**config.mk**
```make
export PLATFORM = sky130hd
export DESIGN_NAME = gar_sqrt
export DESIGN_NICKNAME = d
export VERILOG_FILES = /design/src/design/assert_macros.svh /design/src/design/gar_sqrt.sv
export SDC_FILE = /design/constraint.sdc
export NUM_CORES = 2
export LEC_CHECK = 0
export BUFFER_PORTS_ARGS = -buffer_cell sky130_fd_sc_hd__buf_2
export CORE_AREA = 2 2 406 489
export DETAILED_ROUTE_END_ITERATION = 12
export DIE_AREA = 0 0 408 491
export GPL_ROUTABILITY_DRIVEN = 0
export PLACE_DENSITY = 0.8
export SETUP_SLACK_MARGIN = 0.2
export SLEW_MARGIN = 10
export SYNTH_ARGS = -nofsm -noshare
export SYNTH_HDL_FRONTEND = slang
export SYNTH_MEMORY_MAX_BITS = 65536
export SYNTH_SLANG_ARGS = --single-unit
export TNS_END_PERCENT = 50
```
**constraint.sdc**
```tcl
create_clock -name clk -period 8 [get_ports clk]
set_input_delay 1.6 -clock clk [delete_from_list [all_inputs] [get_ports clk]]
set_output_delay 1.6 -clock clk [all_outputs]
set_load 0.03 [all_outputs]
```
**src/design/assert_macros.svh**
```systemverilog
// ----------------------------------------------------------------------------
// Assertion macros
// Shared concurrent assertion macros, clocked on clk.
// ----------------------------------------------------------------------------
`ifndef ASSERT_MACROS_SVH
`define ASSERT_MACROS_SVH
`ifndef SYNTHESIS
// Checked only outside reset.
`define GAR_ASSERT(lbl, prop, msg) \
  lbl: assert property (@(posedge clk) disable iff (!rst_n) prop) else $error(msg);
// Checked at every edge, reset included.
`define GAR_ASSERT_ALWAYS(lbl, prop, msg) \
  lbl: assert property (@(posedge clk) prop) else $error(msg);
`else
`define GAR_ASSERT(lbl, prop, msg)
`define GAR_ASSERT_ALWAYS(lbl, prop, msg)
`endif
`endif

```
**src/design/gar_sqrt.sv**
```systemverilog
// ----------------------------------------------------------------------------
// gar_sqrt
// Pipelined restoring square root, one result bit per stage, with a sideband
// word that travels alongside each item.
// ----------------------------------------------------------------------------
module gar_sqrt #(
  parameter int DATA_WIDTH = 32,
  parameter int SIDE_W     = 8
) (
  input  logic                    clk,
  input  logic                    rst_n,
  input  logic                    en,
  input  logic                    in_valid,
  input  logic [2*DATA_WIDTH-3:0] radicand,
  input  logic [SIDE_W-1:0]       side_i,
  output logic                    out_valid,
  output logic [DATA_WIDTH-2:0]   root,
  output logic [SIDE_W-1:0]       side_o
);

  localparam int W   = DATA_WIDTH;
  localparam int N   = W - 1;
  localparam int RDW = 2 * W - 2;

  logic              v_r    [N];
  logic [W-1:0]      rem_r  [N];
  logic [W-2:0]      root_r [N];
  logic [RDW-1:0]    rad_r  [N];
  logic [SIDE_W-1:0] side_r [N];

  for (genvar k = 0; k < N; k++) begin : g_step
    logic              v_in;
    logic [W-1:0]      rem_in;
    logic [W-2:0]      root_in;
    logic [RDW-1:0]    rad_in;
    logic [SIDE_W-1:0] side_in;
    logic [W+1:0]      rem2, trial, diff;
    logic              ge;

    if (k == 0) begin : g_first
      assign v_in    = in_valid;
      assign rem_in  = '0;
      assign root_in = '0;
      assign rad_in  = radicand;
      assign side_in = side_i;
    end else begin : g_next
      assign v_in    = v_r[k-1];
      assign rem_in  = rem_r[k-1];
      assign root_in = root_r[k-1];
      assign rad_in  = rad_r[k-1];
      assign side_in = side_r[k-1];
    end

    always_comb begin
      rem2  = {rem_in, rad_in[RDW-1 -: 2]};
      trial = {1'b0, root_in, 2'b01};
      ge    = rem2 >= trial;
      diff  = rem2 - trial;
    end

    always_ff @(posedge clk) begin
      if (!rst_n) begin
        v_r[k] <= 1'b0;
      end else if (en) begin
        v_r[k] <= v_in;
      end
    end

    always_ff @(posedge clk) begin
      if (en) begin
        rem_r[k]  <= ge ? diff[W-1:0] : rem2[W-1:0];
        root_r[k] <= {root_in[W-3:0], ge};
        rad_r[k]  <= {rad_in[RDW-3:0], 2'b00};
        side_r[k] <= side_in;
      end
    end
  end

  assign out_valid = v_r[N-1];
  assign root      = root_r[N-1];
  assign side_o    = side_r[N-1];

endmodule

```
; ---- Word-level counts from Yosys, hierarchy flattened
; Memory sizes are Yosys's and may differ from the RTL's.
; Index checks and enable logic that the tools add are counted.
[totals]
mem_bits_rw = 4092
output_inout_bits = 40
ff_bits = 0
memories = 5
[classes]
bitwise = 31
mux = 67
addsub = 31
magnitude_cmp = 31
[mem_list]
columns = name, words, word_bits, read_ports, rd_ports_with_merged_regs, wr, line_no
row1 = rad_r, 31, 60, 30, 0, 31, gar_sqrt.sv:28  ; logic [RDW-1:0] rad_r [N];
row2 = rem_r, 31, 32, 30, 0, 31, gar_sqrt.sv:26  ; logic [W-1:0] rem_r [N];
row3 = root_r, 31, 31, 31, 0, 31, gar_sqrt.sv:27  ; logic [W-2:0] root_r [N];
row4 = side_r, 31, 8, 31, 0, 31, gar_sqrt.sv:29  ; logic [SIDE_W-1:0] side_r [N];
row5 = v_r, 31, 1, 31, 0, 31, gar_sqrt.sv:25  ; logic v_r [N];
[ops]
columns = cell, n
row1 = 34-bit by 33-bit greater-or-equal comparator with 1-bit output, 30
row2 = 32-bit 2-to-1 mux, 31
row3 = 32-bit subtractor, 30
row4 = 1-bit 2-to-1 mux, 36
row5 = 1-bit bitwise OR, 31
row6 = "2-bit by 1-bit subtractor with 3-bit output, second input constant", 1
row7 = "2-bit by 1-bit greater-or-equal comparator with 1-bit output, second input constant", 1

; ---- Depth between registers and ports, before layout
[depth]
depth_word = 4
mapped_depth = 15
depth_no_buf = 13

; ---- Worst setup path after synthesis
; OpenSTA, ideal clock, no wires.
[synth_path]
path_kind = register -> register
startpoint = mem rem_r[1][193] in the netlist's numbering
endpoint = mem rem_r[1][234] in the netlist's numbering, data pin
path_stages_with_launch = 13
t_required_ns = 7.730
n_path_buf = 2
arrival_ns = 3.235
slack_ns = 4.495
setup_ns = 0.270
path_cell_list = edfxtp_1 -> ha_1 -> nand3_1 -> o21bai_1 -> a31oi_1 -> a31oi_1 -> o21a_1 -> o311ai_0 -> a21boi_0 -> inv_2 -> clkbuf_1 -> clkbuf_1 -> a21oi_1
[synth_rtl]
columns = item, line_no
row1 = from (decl), gar_sqrt.sv:26

==> results.sh <==
export IMPL_die_w_um=408
export IMPL_drive_above_1_share_pct=7.351
export IMPL_worstPathCellList="ha_1 -> nor2b_1 -> o31a_1 -> o41ai_1 -> o21ba_2 -> o31ai_1 -> a221oi_1 -> o21ai_1 -> nor3_4 -> buf_4 -> clkinv_1 -> mux2_2"
export IMPL_post_place_ws_ns=3.247
export IMPL_antenna_found_initial=2
export IMPL_synth_nets=9201
export IMPL_pwr_share_comb_pct=18.7
export IMPL_ys_seq_area_share_pct=67.36
export IMPL_post_cts_buffers=0
export IMPL_slew_violations=0
export IMPL_dp_hpwl_mm=150.7
export IMPL_synth_distinct_cells=85
export IMPL_synth_top_flop_cell="edfxtp_1"
export IMPL_async_flop_share_pct=0
export IMPL_fmax_ghz=0.2092
export IMPL_fin_skew_ns=0.06067
export IMPL_power_net_switching_mw=9.917
export IMPL_n_fill_cell=13260
export IMPL_start_kind="flop"
export IMPL_worst_r2r_cell_count=12
export IMPL_die_h_um=491
export IMPL_cap_violations=0
export IMPL_hold_path_class="flop to flop"
export IMPL_peakVddDrop_mv=0.2479
export IMPL_core_area_mm2=0.1953
export IMPL_drc=0
export IMPL_syn_cell_area_mm2=0.1167
export IMPL_netlist_top_cells_area="edfxtp_1 (67%), ha_1 (5.7%), xor2_1 (2.9%), xnor2_1 (2.9%), a21oi_1 (2.3%)"
export IMPL_crit_path_max_incr_delay_ns=0.62
export IMPL_fin_crit_ns=4.779
export IMPL_reg2reg_slack_ns=3.22
export IMPL_setup_viol=0
export IMPL_cts_inserted_buffers=234
export IMPL_fin_crit_sh_pct=59.74
export IMPL_holdBufCountCts=0
export IMPL_internal_power_mw=26.40
export IMPL_rsz0062_at_grt="no"
export IMPL_hold_viol=0
export IMPL_h_tree_depth=4
export IMPL_cp_arrival_ns=5.39
export IMPL_grt_pass1_vias=68990
export IMPL_first_iter_violations=6340
export IMPL_cts_tree="built"
export IMPL_rows=178
export IMPL_synth_top_area_share_pct=67.34
export IMPL_wl_per_cell_um=18.94
export IMPL_yosysTopAreaCell="edfxtp_1"
export IMPL_worstHoldStart="rad_r[1][408]$_DFFE_PP_"
export IMPL_final_common_cell="edfxtp_1"
export IMPL_endpoint_kind="flop"
export IMPL_critPathKind="flop to flop"
export IMPL_ant_nets=0
export IMPL_relSlewSlack_pct=23.42
export IMPL_gr_total_overflow=0
export IMPL_min_path_cells=0
export IMPL_clkSlewWorstSetupHoldPaths_ns=0.06
export IMPL_clockPowerShare_pct=31.0
export IMPL_grt_total_usage_pct=21.75
export IMPL_syn_to_final_growth_pct=10.03
export IMPL_setup_tns_ns=0
export IMPL_postSynthCellCount=8599
export IMPL_slowest_stage="nor3_4"
export IMPL_finalPower_mw=36.32
export IMPL_grt_max_degree=202
export IMPL_leakagePower_nw=48.98
export IMPL_yosys_warnings=0
export IMPL_initial_core_util_pct=59.77
export IMPL_drt_total_wl_mm=220.7
export IMPL_final_cell_mix="edfxtp_1 (2618), inv_1 (653), nor2_1 (553), a21oi_1 (536), ha_1 (528)"
export IMPL_clock_sinks=2619
export IMPL_vias=68860
export IMPL_ys_seq_elements=2619
export IMPL_cts_resized=0
export IMPL_vias_per_cell=5.907
export IMPL_final_nets=9447
export IMPL_min_to="rad_r[1][470]$_DFFE_PP_"
export IMPL_cts_buffer_depth=3
export IMPL_worst_pin_slew_ns=1.149
export IMPL_r2r_end="rem_r[1][406]$_DFFE_PP_"
export IMPL_grt_pass1_wl_mm=353.7
export IMPL_cp_data_required_time_ns=8.61
export IMPL_io_buffer_count=113
export IMPL_syn_avg_cell_area_um2=13.58
export IMPL_r2r_start="rem_r[1][352]$_DFFE_PP_"
export IMPL_clock_latency_ns=0.88
export IMPL_io_pins=114
export IMPL_die_area_mm2=0.2003
export IMPL_power_density_mw_per_mm2=282.8
export IMPL_synth_edf_count=2618
export IMPL_status="complete, no violations"
export IMPL_cts_root_buf="clkbuf_16"
export IMPL_crit_path_max_fanout=28
export IMPL_swShare_pct=27.31
export IMPL_worst_slack_ns=3.221
export IMPL_drtPass1Iterations=6
export IMPL_seqPwrFrac_pct=50.2
## area by class of cell
| cell class | instances | area [µm²] | share of cell area [%] |
|---|---|---|---|
| diodes | 1 | 2.502 | 0.001948 |
| clock buffers | 280 | 6028 | 4.693 |
| clock inverters | 157 | 1795 | 1.398 |
| inverters | 660 | 2477 | 1.929 |
| multi-input cells | 5174 | 35140 | 27.36 |
| flip-flops and latches | 2619 | 78640 | 61.22 |
| well taps | 2610 | 3266 | 2.542 |
| repair buffers | 156 | 1104 | 0.8592 |
## worst max-delay path: cells and delay by family, from the launching register on
| family | cells | cell delay, ns |
|---|---|---|
| simple gates | 2 | 0.78 |
| compound gates | 6 | 1.87 |
| buf+inv | 2 | 0.72 |
| fa+ha+maj | 1 | 0.36 |
| flops | 1 | 0.41 |
| mux | 1 | 0.36 |
## power by group through the flow
stage | Combinational, mW | Clock, mW | Sequential [mW]
2_1_floorplan | 5.03 | 0 | 18.1
6_report | 6.81 | 11.3 | 18.2
5_1_grt | 7.54 | 12.0 | 18.4
3_3_place_gp | 6.36 | 0 | 18.4
4_1_cts | 6.71 | 11.5 | 18.2
3_5_place_dp | 6.64 | 0 | 18.5
## synth_stat cells, types with 13 or more instances
library cell  number
o211ai_1          36
nand3_1          155
o31ai_1           47
o21ai_0          392
nand2_1          496
nor3_1           236
and2_1            22
mux2_2            87
or4_1             41
a21boi_0          25
o31a_1            14
a2111oi_0         17
a21oi_1          538
a31oi_1           43
nand4_1           96
ha_1             528
o21a_1            92
o311ai_0          14
nor4_1            94
a311oi_1          14
a21o_1           211
a211oi_1          38
nor2b_1           78
nand3b_1          13
a31o_2            13
and4_1            13
xor2_1           383
o21bai_1          49
o41ai_1           15
or3_1             76
xnor2_1          380
inv_1            653
nand2b_1         113
nor2_1           554
clkbuf_1         130
edfxtp_1        2618
and3_1            68
nor3b_1           16
or2_2             37
## per-stage QoR
| stage | hold WS [ns] | cells | cell area, µm² | utilization, % |
|---|---|---|---|---|
| after global placement | 0.4000 | 11220 | 120600 | 61.75 |
| final | 0.3920 | 11660 | 128400 | 65.76 |
| after CTS | 0.3912 | 11660 | 128400 | 65.76 |
| after detailed placement | 0.4045 | 11220 | 120600 | 61.75 |
| after global routing | 0.3972 | 11660 | 128400 | 65.76 |
| after floorplan | 0.4003 | 8599 | 116700 | - |
## how the worst max path moves through the flow
| stage | from | endpoint | slack (ns) |
|---|---|---|---|
| after floorplan | rem_r[1][193]$_DFFE_PP_ | rem_r[1][234]$_DFFE_PP_ | 4.49 |
| after global placement | rem_r[1][352]$_DFFE_PP_ | rem_r[1][394]$_DFFE_PP_ | 3.37 |
| after detailed placement | rem_r[1][352]$_DFFE_PP_ | rem_r[1][394]$_DFFE_PP_ | 3.25 |
| after CTS | rem_r[1][352]$_DFFE_PP_ | rem_r[1][406]$_DFFE_PP_ | 3.21 |
| after global routing | rem_r[1][352]$_DFFE_PP_ | rem_r[1][406]$_DFFE_PP_ | 2.84 |
| final | rem_r[1][352]$_DFFE_PP_ | rem_r[1][406]$_DFFE_PP_ | 3.22 |
## metal layers
| metal | share of wire (%) | global-route usage, % | vias up |
|---|---|---|---|
| met4 | 5.2 | 11.00 | 0 |
| met2 | 51 | 38.77 | 2530 |
| met5 | 0 | 0 | - |
| li1 | - | - | 32410 |
| met1 | 38 | 25.74 | 33200 |
| met3 | 5.1 | 2.990 | 716 |
## kinds of logic (layout without fill, tap and decap cells)
group                      Yosys count  after routing  share of synthesized area [%]
other                                1              2                       0.003212
DFF                               2619           2619                          67.36
AOI/OAI and AO/OA                 1639           1639                          8.704
adders and majority gates          528            528                          5.659
xor gates and xnor gates           763            763                          5.725
buffers and inverters              806           1253                          2.600
and+or+nand+nor                   2147           2147                          9.030
muxes                               96             96                         0.9164
## registers in the layout (all words and copies together) (netlist names)
| name | count |
|---|---|
| rad_r | 930 |
| rem_r | 914 |
| root_r | 496 |
| side_r | 248 |
| v_r | 31 |
Power figures use the tool's default switching activity.
