--- src/design/assert_macros.svh ---
// ----------------------------------------------------------------------------
// Assertion macros
// Shared concurrent assertion macros, clocked on clk.
// ----------------------------------------------------------------------------
`ifndef ASSERT_MACROS_SVH
`define ASSERT_MACROS_SVH
`ifndef SYNTHESIS
// Checked only outside reset.
`define GAR_ASSERT(lbl, prop, msg) \
  lbl: assert property (@(posedge clk) disable iff (!rst_n) prop) else $error(msg);
// Checked at every edge, reset included.
`define GAR_ASSERT_ALWAYS(lbl, prop, msg) \
  lbl: assert property (@(posedge clk) prop) else $error(msg);
`else
`define GAR_ASSERT(lbl, prop, msg)
`define GAR_ASSERT_ALWAYS(lbl, prop, msg)
`endif
`endif

--- src/design/gar_if.sv ---


interface gar_out_if #(parameter int DATA_WIDTH = 32);
  logic                         valid;
  logic                         ready;
  logic signed [DATA_WIDTH-1:0] next_return;
  logic        [DATA_WIDTH-2:0] next_volatility;
  logic                         saturated;

  modport source(output valid, next_return, next_volatility, saturated, input ready);
  modport sink(input valid, next_return, next_volatility, saturated, output ready);
endinterface

--- src/design/gar_back.sv ---
// ----------------------------------------------------------------------------
// gar_back
// Volatility times shock, the final return sum with clipping, and the output
// register of the result channel.
// ----------------------------------------------------------------------------
module gar_back #(
  parameter int DATA_WIDTH = 32,
  parameter int FRAC_BITS  = 28
) (
  input  logic                           clk,
  input  logic                           rst_n,
  input  logic                           en,
  input  logic                           in_valid,
  input  logic        [DATA_WIDTH-2:0]   root,
  input  logic                           vol_sat,
  input  logic                           res_sat,
  input  logic signed [DATA_WIDTH-1:0]   shock,
  input  logic signed [2*DATA_WIDTH+1:0] ret_base,
  gar_out_if.source                      out_ch
);

  localparam int W  = DATA_WIDTH;
  localparam int F  = FRAC_BITS;
  localparam int EW = 2 * W + 2;
  localparam int RW = EW + 1;

  localparam logic signed [RW-1:0] DMAX_R = {{(RW-W+1){1'b0}}, {(W-1){1'b1}}};
  localparam logic signed [RW-1:0] DMIN_R = ~DMAX_R;

  logic                  va_r, ov_r;
  logic signed [2*W-1:0] pa_r;
  logic signed [EW-1:0]  rba_r;
  logic [W-2:0]          vola_r;
  logic                  fa_r;
  logic [W-2:0]          vol_in;
  logic signed [RW-1:0]  ret_nxt;
  logic signed [W-1:0]   ret_r;
  logic [W-2:0]          vol_r;
  logic                  sat_r;

  always_ff @(posedge clk) begin
    if (!rst_n) begin
      va_r <= 1'b0;
      ov_r <= 1'b0;
    end else if (en) begin
      va_r <= in_valid;
      ov_r <= va_r;
    end
  end

  // A saturated volatility also scales the shock at its clipped value.
  assign vol_in  = vol_sat ? {(W-1){1'b1}} : root;
  assign ret_nxt = RW'(rba_r) + RW'(pa_r >>> F);

  always_ff @(posedge clk) begin
    if (en) begin
      pa_r   <= $signed({1'b0, vol_in}) * shock;
      rba_r  <= ret_base;
      vola_r <= vol_in;
      fa_r   <= vol_sat | res_sat;

      vol_r <= vola_r;
      if (ret_nxt > DMAX_R) begin
        ret_r <= DMAX_R[W-1:0];
        sat_r <= 1'b1;
      end else if (ret_nxt < DMIN_R) begin
        ret_r <= DMIN_R[W-1:0];
        sat_r <= 1'b1;
      end else begin
        ret_r <= ret_nxt[W-1:0];
        sat_r <= fa_r;
      end
    end
  end

  assign out_ch.valid           = ov_r;
  assign out_ch.next_return     = ret_r;
  assign out_ch.next_volatility = vol_r;
  assign out_ch.saturated       = sat_r;

endmodule

--- src/flat_wrapper.sv ---
// flat-port wrapper written by rule: the top's interface ports become plain ports
module gar_back_flat 
#(
  parameter int DATA_WIDTH = 32,
  parameter int FRAC_BITS  = 28
)
  (clk, rst_n, en, in_valid, root, vol_sat, res_sat, shock, ret_base, out_ch_valid, out_ch_next_return, out_ch_next_volatility, out_ch_saturated, out_ch_ready);
  gar_out_if #(.DATA_WIDTH(DATA_WIDTH)) out_ch_i ();
  input  logic clk;
  input  logic rst_n;
  input  logic en;
  input  logic in_valid;
  input  logic        [DATA_WIDTH-2:0] root;
  input  logic vol_sat;
  input  logic res_sat;
  input  logic signed [DATA_WIDTH-1:0] shock;
  input  logic signed [2*DATA_WIDTH+1:0] ret_base;
  output wire logic [$bits(out_ch_i.valid)-1:0] out_ch_valid;
  output wire logic [$bits(out_ch_i.next_return)-1:0] out_ch_next_return;
  output wire logic [$bits(out_ch_i.next_volatility)-1:0] out_ch_next_volatility;
  output wire logic [$bits(out_ch_i.saturated)-1:0] out_ch_saturated;
  input wire logic [$bits(out_ch_i.ready)-1:0] out_ch_ready;
  assign out_ch_valid = out_ch_i.valid;
  assign out_ch_next_return = out_ch_i.next_return;
  assign out_ch_next_volatility = out_ch_i.next_volatility;
  assign out_ch_saturated = out_ch_i.saturated;
  assign out_ch_i.ready = out_ch_ready;
  gar_back #(.DATA_WIDTH(DATA_WIDTH), .FRAC_BITS(FRAC_BITS)) u_core (.clk(clk), .rst_n(rst_n), .en(en), .in_valid(in_valid), .root(root), .vol_sat(vol_sat), .res_sat(res_sat), .shock(shock), .ret_base(ret_base), .out_ch(out_ch_i));
endmodule
--- config.mk ---
export PLATFORM = sky130hd
export DESIGN_NAME = gar_back_flat
export DESIGN_NICKNAME = d
export VERILOG_FILES = /design/src/design/assert_macros.svh /design/src/design/gar_if.sv /design/src/design/gar_back.sv /design/src/flat_wrapper.sv
export SDC_FILE = /design/constraint.sdc
export NUM_CORES = 2
export LEC_CHECK = 0
export BUFFER_PORTS_ARGS = -buffer_cell sky130_fd_sc_hd__buf_2
export CORE_ASPECT_RATIO = 2
export CORE_MARGIN = 1
export CORE_UTILIZATION = 50
export DETAILED_ROUTE_END_ITERATION = 8
export GPL_TIMING_DRIVEN = 0
export PLACE_DENSITY = 0.67
export SKIP_LAST_GASP = 1
export SYNTH_ARGS = -nofsm -noshare
export SYNTH_HDL_FRONTEND = slang
export SYNTH_SLANG_ARGS = --single-unit
export TNS_END_PERCENT = 5
--- constraint.sdc ---
create_clock -name clk -period 11.8 [get_ports clk]
set_input_delay 0.59 -clock clk [delete_from_list [all_inputs] [get_ports clk]]
set_output_delay 0.59 -clock clk [all_outputs]
set_load 0.02 [all_outputs]
### Word-level counts from Yosys, hierarchy flattened

Index checks and enable logic that the tools add are counted.

* register bits: 228
* logic and storage cells: 17
* output and inout bits: 65

* $add $sub $neg: 1
* reductions and logical operators: 1
* mux-type cells: 2
* magnitude comparators: 2
* bitwise operators: 1
* $mul: 1

Operators by type and width (number)
* adder 66 x 36 -> 67 bit: 1
* > comparator 67 x 32 -> 1 bit, second input constant: 1
* less-than comparator 67 x 32 -> 1 bit, second input constant: 1
* multiplier 32 x 32 -> 64 bit: 1
* 2-to-1 mux 32 bit: 1
* 2-to-1 mux 31 bit: 1
* OR reduction 2 bit: 1
* OR 1 bit: 1

### Depth between registers and ports, before layout

* depth after elaboration: 3
* mapped depth: 35

### Least setup slack after synthesis

OpenSTA, ideal clock, no wires.

* path type: input to register
* from: input vol_sat
* to: register u_core.pa_r[61], data pin
* path buffers: 3
* arrival time: 8112 ps
* setup slack: 3431 ps
* cell stages on the path: 31
* path through: clkbuf_1 > or2_2 > clkbuf_1 > clkbuf_1 > and2_1 > fa_1 > fa_1 > fa_1 > inv_1 > fa_1 > inv_1 > fa_1 > fa_1 > fa_1 > inv_1 > fa_1 > inv_1 > ha_1 > o21a_1 > o21a_1 > o21a_1 > o211ai_1 > a32o_1 > o21ba_2 > a21oi_1 > a21o_1 > o22ai_1 > or3_1 > o221ai_1 > a21oi_1 > xnor2_1

* cells in the longest elaborated chain, start to end: 2

RTL lines
* start: declaration: line flat_wrapper.sv:14 `input logic vol_sat;`
* 2-to-1 mux 31 bit: line gar_back.sv:52 `assign vol_in = vol_sat ? {(W-1){1'b1}} : root;`
* multiplier 32 x 32 -> 64 bit: line gar_back.sv:57 `pa_r <= $signed({1'b0, vol_in}) * shock;`
* end signal: assignment: line gar_back.sv:57
* end: declaration: line gar_back.sv:31 `logic signed [2*W-1:0] pa_r;`

No other way between the ends.
A chain may end at the register's enable or synchronous reset.

### Worst setup path in the final report

* from: input vol_sat
* to: register u_core.pa_r[51], data pin

The elaborated chain is that of the path after synthesis.

==> flow_metrics.env <==
export IMPL_tightest_slew_ns=1.61
export IMPL_grt_pass1_wl_um=253000
export IMPL_synth_edf_count=198
export IMPL_end_kind="flop"
export IMPL_skew_ns=0.0159
export IMPL_status="finished with violations"
export IMPL_crit_fanout=10
export IMPL_fin_nets=6039
export IMPL_setup_viol=0
export IMPL_period_minus_slack_ns=11.32
export IMPL_drcViolationCount=0
export IMPL_synth_flop_cell="edfxtp_1"
export IMPL_fp_dieArea_mm2=0.0873
export IMPL_cap_violations=4
export IMPL_grt_max_degree=112
export IMPL_cts_tree="built"
export IMPL_die_w_um=209
export IMPL_async_flop_share_pct=0
export IMPL_fin_crit_sh_pct=95.9
export IMPL_die_h_um=417
export IMPL_yosysSeqAreaShare_pct=13.9
export IMPL_yosys_area_top_type="fa_1"
export IMPL_synth_compound_area_share_pct=6.38
export IMPL_avgSynthCellArea_um2=9.65
export IMPL_synth_nets=5819
export IMPL_area_growth_pct=7.01
export IMPL_yosys_warnings=0
export IMPL_holdBufCountCts=0
export IMPL_row_count=151
export IMPL_antenna_found_initial=27
export IMPL_synthTopCellsByCount="870 x inv_1, 867 x fa_1, 610 x and2_1, 462 x nand2_1, 359 x ha_1"
export IMPL_hp_start="ret_base[47]"
export IMPL_synth_top_area_share_pct=40.4
export IMPL_drt_pass1_iter_count=5
export IMPL_holdPathEnd="u_core.rba_r[47]"
export IMPL_r2r_end="u_core.out_ch.next_return[25]"
export IMPL_synth_area_top_cells="fa_1 40%, edfxtp_1 14%, ha_1 10%, and2_1 8.9%, inv_1 7.6%"
export IMPL_cts_sinks=200
export IMPL_vias=34200
export IMPL_crit_arrival_ns=11.57
export IMPL_clk_pin_slew_ns=0.09
export IMPL_yosys_area_share_adder_pct=50.8
export IMPL_post_synth_top_count_cell="inv_1"
export IMPL_timing_rr_start="u_core.pa_r[63]"
export IMPL_clock_latency_ns=0.53
export IMPL_yosys_area_share_simple_pct=16.9
export IMPL_cts_buffers=17
export IMPL_start_util_pct=50.7
export IMPL_synthMuxAreaShare_pct=0.0931
export IMPL_r2r_cells=15
export IMPL_io_pins=201
export IMPL_ys_types=81
export IMPL_crit_slowest_cell="clkbuf_1"
export IMPL_htreeDepth=4
export IMPL_grt_overflow=0
export IMPL_rsz0062_at_grt="false"
export IMPL_wl_per_cell_um=31.1
export IMPL_syn_cell_area_mm2=0.0430
export IMPL_fmax_ghz=0.0883
export IMPL_synth_xor_area_share_pct=1.91
export IMPL_synth_cells=4457
export IMPL_tns_ns=0
export IMPL_cts_root_buf="clkbuf_16"
export IMPL_hold_path_class="in2reg"
export IMPL_grt_pass1_vias=37200
export IMPL_postRouteAntennaNets=0
export IMPL_port_buffers=199
export IMPL_layoutNonFillerInstCount=5782
export IMPL_drt_first_iter_violations=3058
export IMPL_fillers=7872
export IMPL_r2r_slack_ns=5.31
export IMPL_dpl_cell_area_mm2=0.0454
export IMPL_vias_per_cell=5.91
export IMPL_cp_slowest_stage_delay_ns=1.16
export IMPL_cts_buffer_depth=2
export IMPL_synth_top_family_by_area="adder cells"
export IMPL_cts_setup_buffers=0
export IMPL_routed_wl_um=180000
export IMPL_dp_hpwl_um=144000
export IMPL_drive_above_1_share_pct=6.80
export IMPL_cp_required_ns=12.05
export IMPL_core_area_mm2=0.0848
export IMPL_cts_resized_gates=0
export IMPL_gp_congestion=1.08
export IMPL_violations="max-capacitance violations, max-slew violations"
export IMPL_report_final_slew_viol_count=33
export IMPL_hold_violations=0
export IMPL_slew_headroom_pct=-7.56
export IMPL_place_inst=5728
export IMPL_synth_seq_cells=200
export IMPL_critPathLaunchType="primary input"
export IMPL_final_area_mm2=0.0460
export IMPL_grt_use_total_pct=42.7
export IMPL_whs_path_depth=1
export IMPL_cpMostUsedCell="fa_1"
export IMPL_critical_path_class="in2reg"
cell families (layout without fill, tap and decap cells):
| family | Yosys count | in the layout |
|---|---|---|
| other | 0 | 21 |
| xor gates and xnor gates | 94 | 94 |
| adders and majority gates | 1226 | 1226 |
| muxes | 4 | 4 |
| and+or+nand+nor | 1385 | 1385 |
| DFF | 200 | 200 |
| AOI/OAI and AO/OA | 416 | 416 |
| buffers and inverters | 1132 | 1365 |
state kept, by name (all words and copies together) (netlist names):
signal,flops
u_core.vola_r,31
u_core.out_ch.valid,1
u_core.out_ch.next_return,32
u_core.out_ch.saturated,1
u_core.pa_r,36
u_core.fa_r,1
u_core.out_ch.next_volatility,31
u_core.va_r,1
u_core.rba_r,66
per-layer routing:
| layer | GRT usage [%] | up-vias | wire length, µm |
|---|---|---|---|
| met1 | 39.9 | 17000 | 52700 |
| met4 | 49.2 | 14 | 25900 |
| met5 | 0.678 | - | 143 |
| met3 | 12.4 | 1024 | 16600 |
| li1 | - | 14100 | - |
| met2 | 69.9 | 2076 | 84600 |
cells in the final DEF (no fill, tap or decap), types with 5 or more instances in the layout:
cell	instances
and3_1	7
nor2b_1	22
a21oi_1	136
a21o_1	50
nor2_1	98
a31oi_1	7
o211ai_1	9
nand2_1	462
and2_1	610
nand2b_1	7
nand4_1	51
fa_1	867
xnor2_1	55
a211oi_1	9
inv_1	870
or3_1	8
o21a_1	56
nand3_1	15
ha_1	359
nor4_1	12
diode_2	21
clkbuf_16	17
and4_1	5
o21ai_1	9
o21ai_0	69
or2_2	44
clkbuf_1	245
edfxtp_1	198
xor2_1	39
o21bai_1	13
nor3_1	25
o31ai_1	7
buf_2	206
critical path: cells and delay by family:
family	cells	cell delay, ns
buffers and inverters	8	3.20
and+or+nand+nor	5	1.03
AOI/OAI and AO/OA	9	2.44
adders and majority gates	9	4.29
worst max-delay path by stage:
stage,from,to,cells after the start
after global routing,vol_sat,u_core.pa_r[51],32
after detailed placement,vol_sat,u_core.pa_r[61],30
final,vol_sat,u_core.pa_r[51],31
after global placement,vol_sat,u_core.pa_r[61],30
after floorplan,vol_sat,u_core.pa_r[61],31
after CTS,vol_sat,u_core.pa_r[61],30
through the flow:
step / hold slack [ns] / setup slack, ns / util (%)
after global routing: 0.232 / 0.449 / 54.2
after floorplan: 0.400 / 3.43 / -
after CTS: 0.215 / 1.00 / 54.2
final: 0.238 / 0.480 / 54.3
after global placement: 0.401 / 0.442 / 53.4
after detailed placement: 0.405 / 0.457 / 53.5
layout make-up:
type,instances,area [µm²],share of cell area (%)
multi-input combinational,3125,32700,71.1
sequential,200,5990,13.0
inverter,870,3270,7.10
tap,1071,1340,2.91
timing repair buffer,201,1050,2.28
buffer,262,1020,2.23
clock buffer,18,429,0.933
clock inverter,14,141,0.307
antenna,21,52.6,0.114
Power is not shown: default switching activity piles up to over one toggle a cycle in this logic, so the estimate is an artifact.
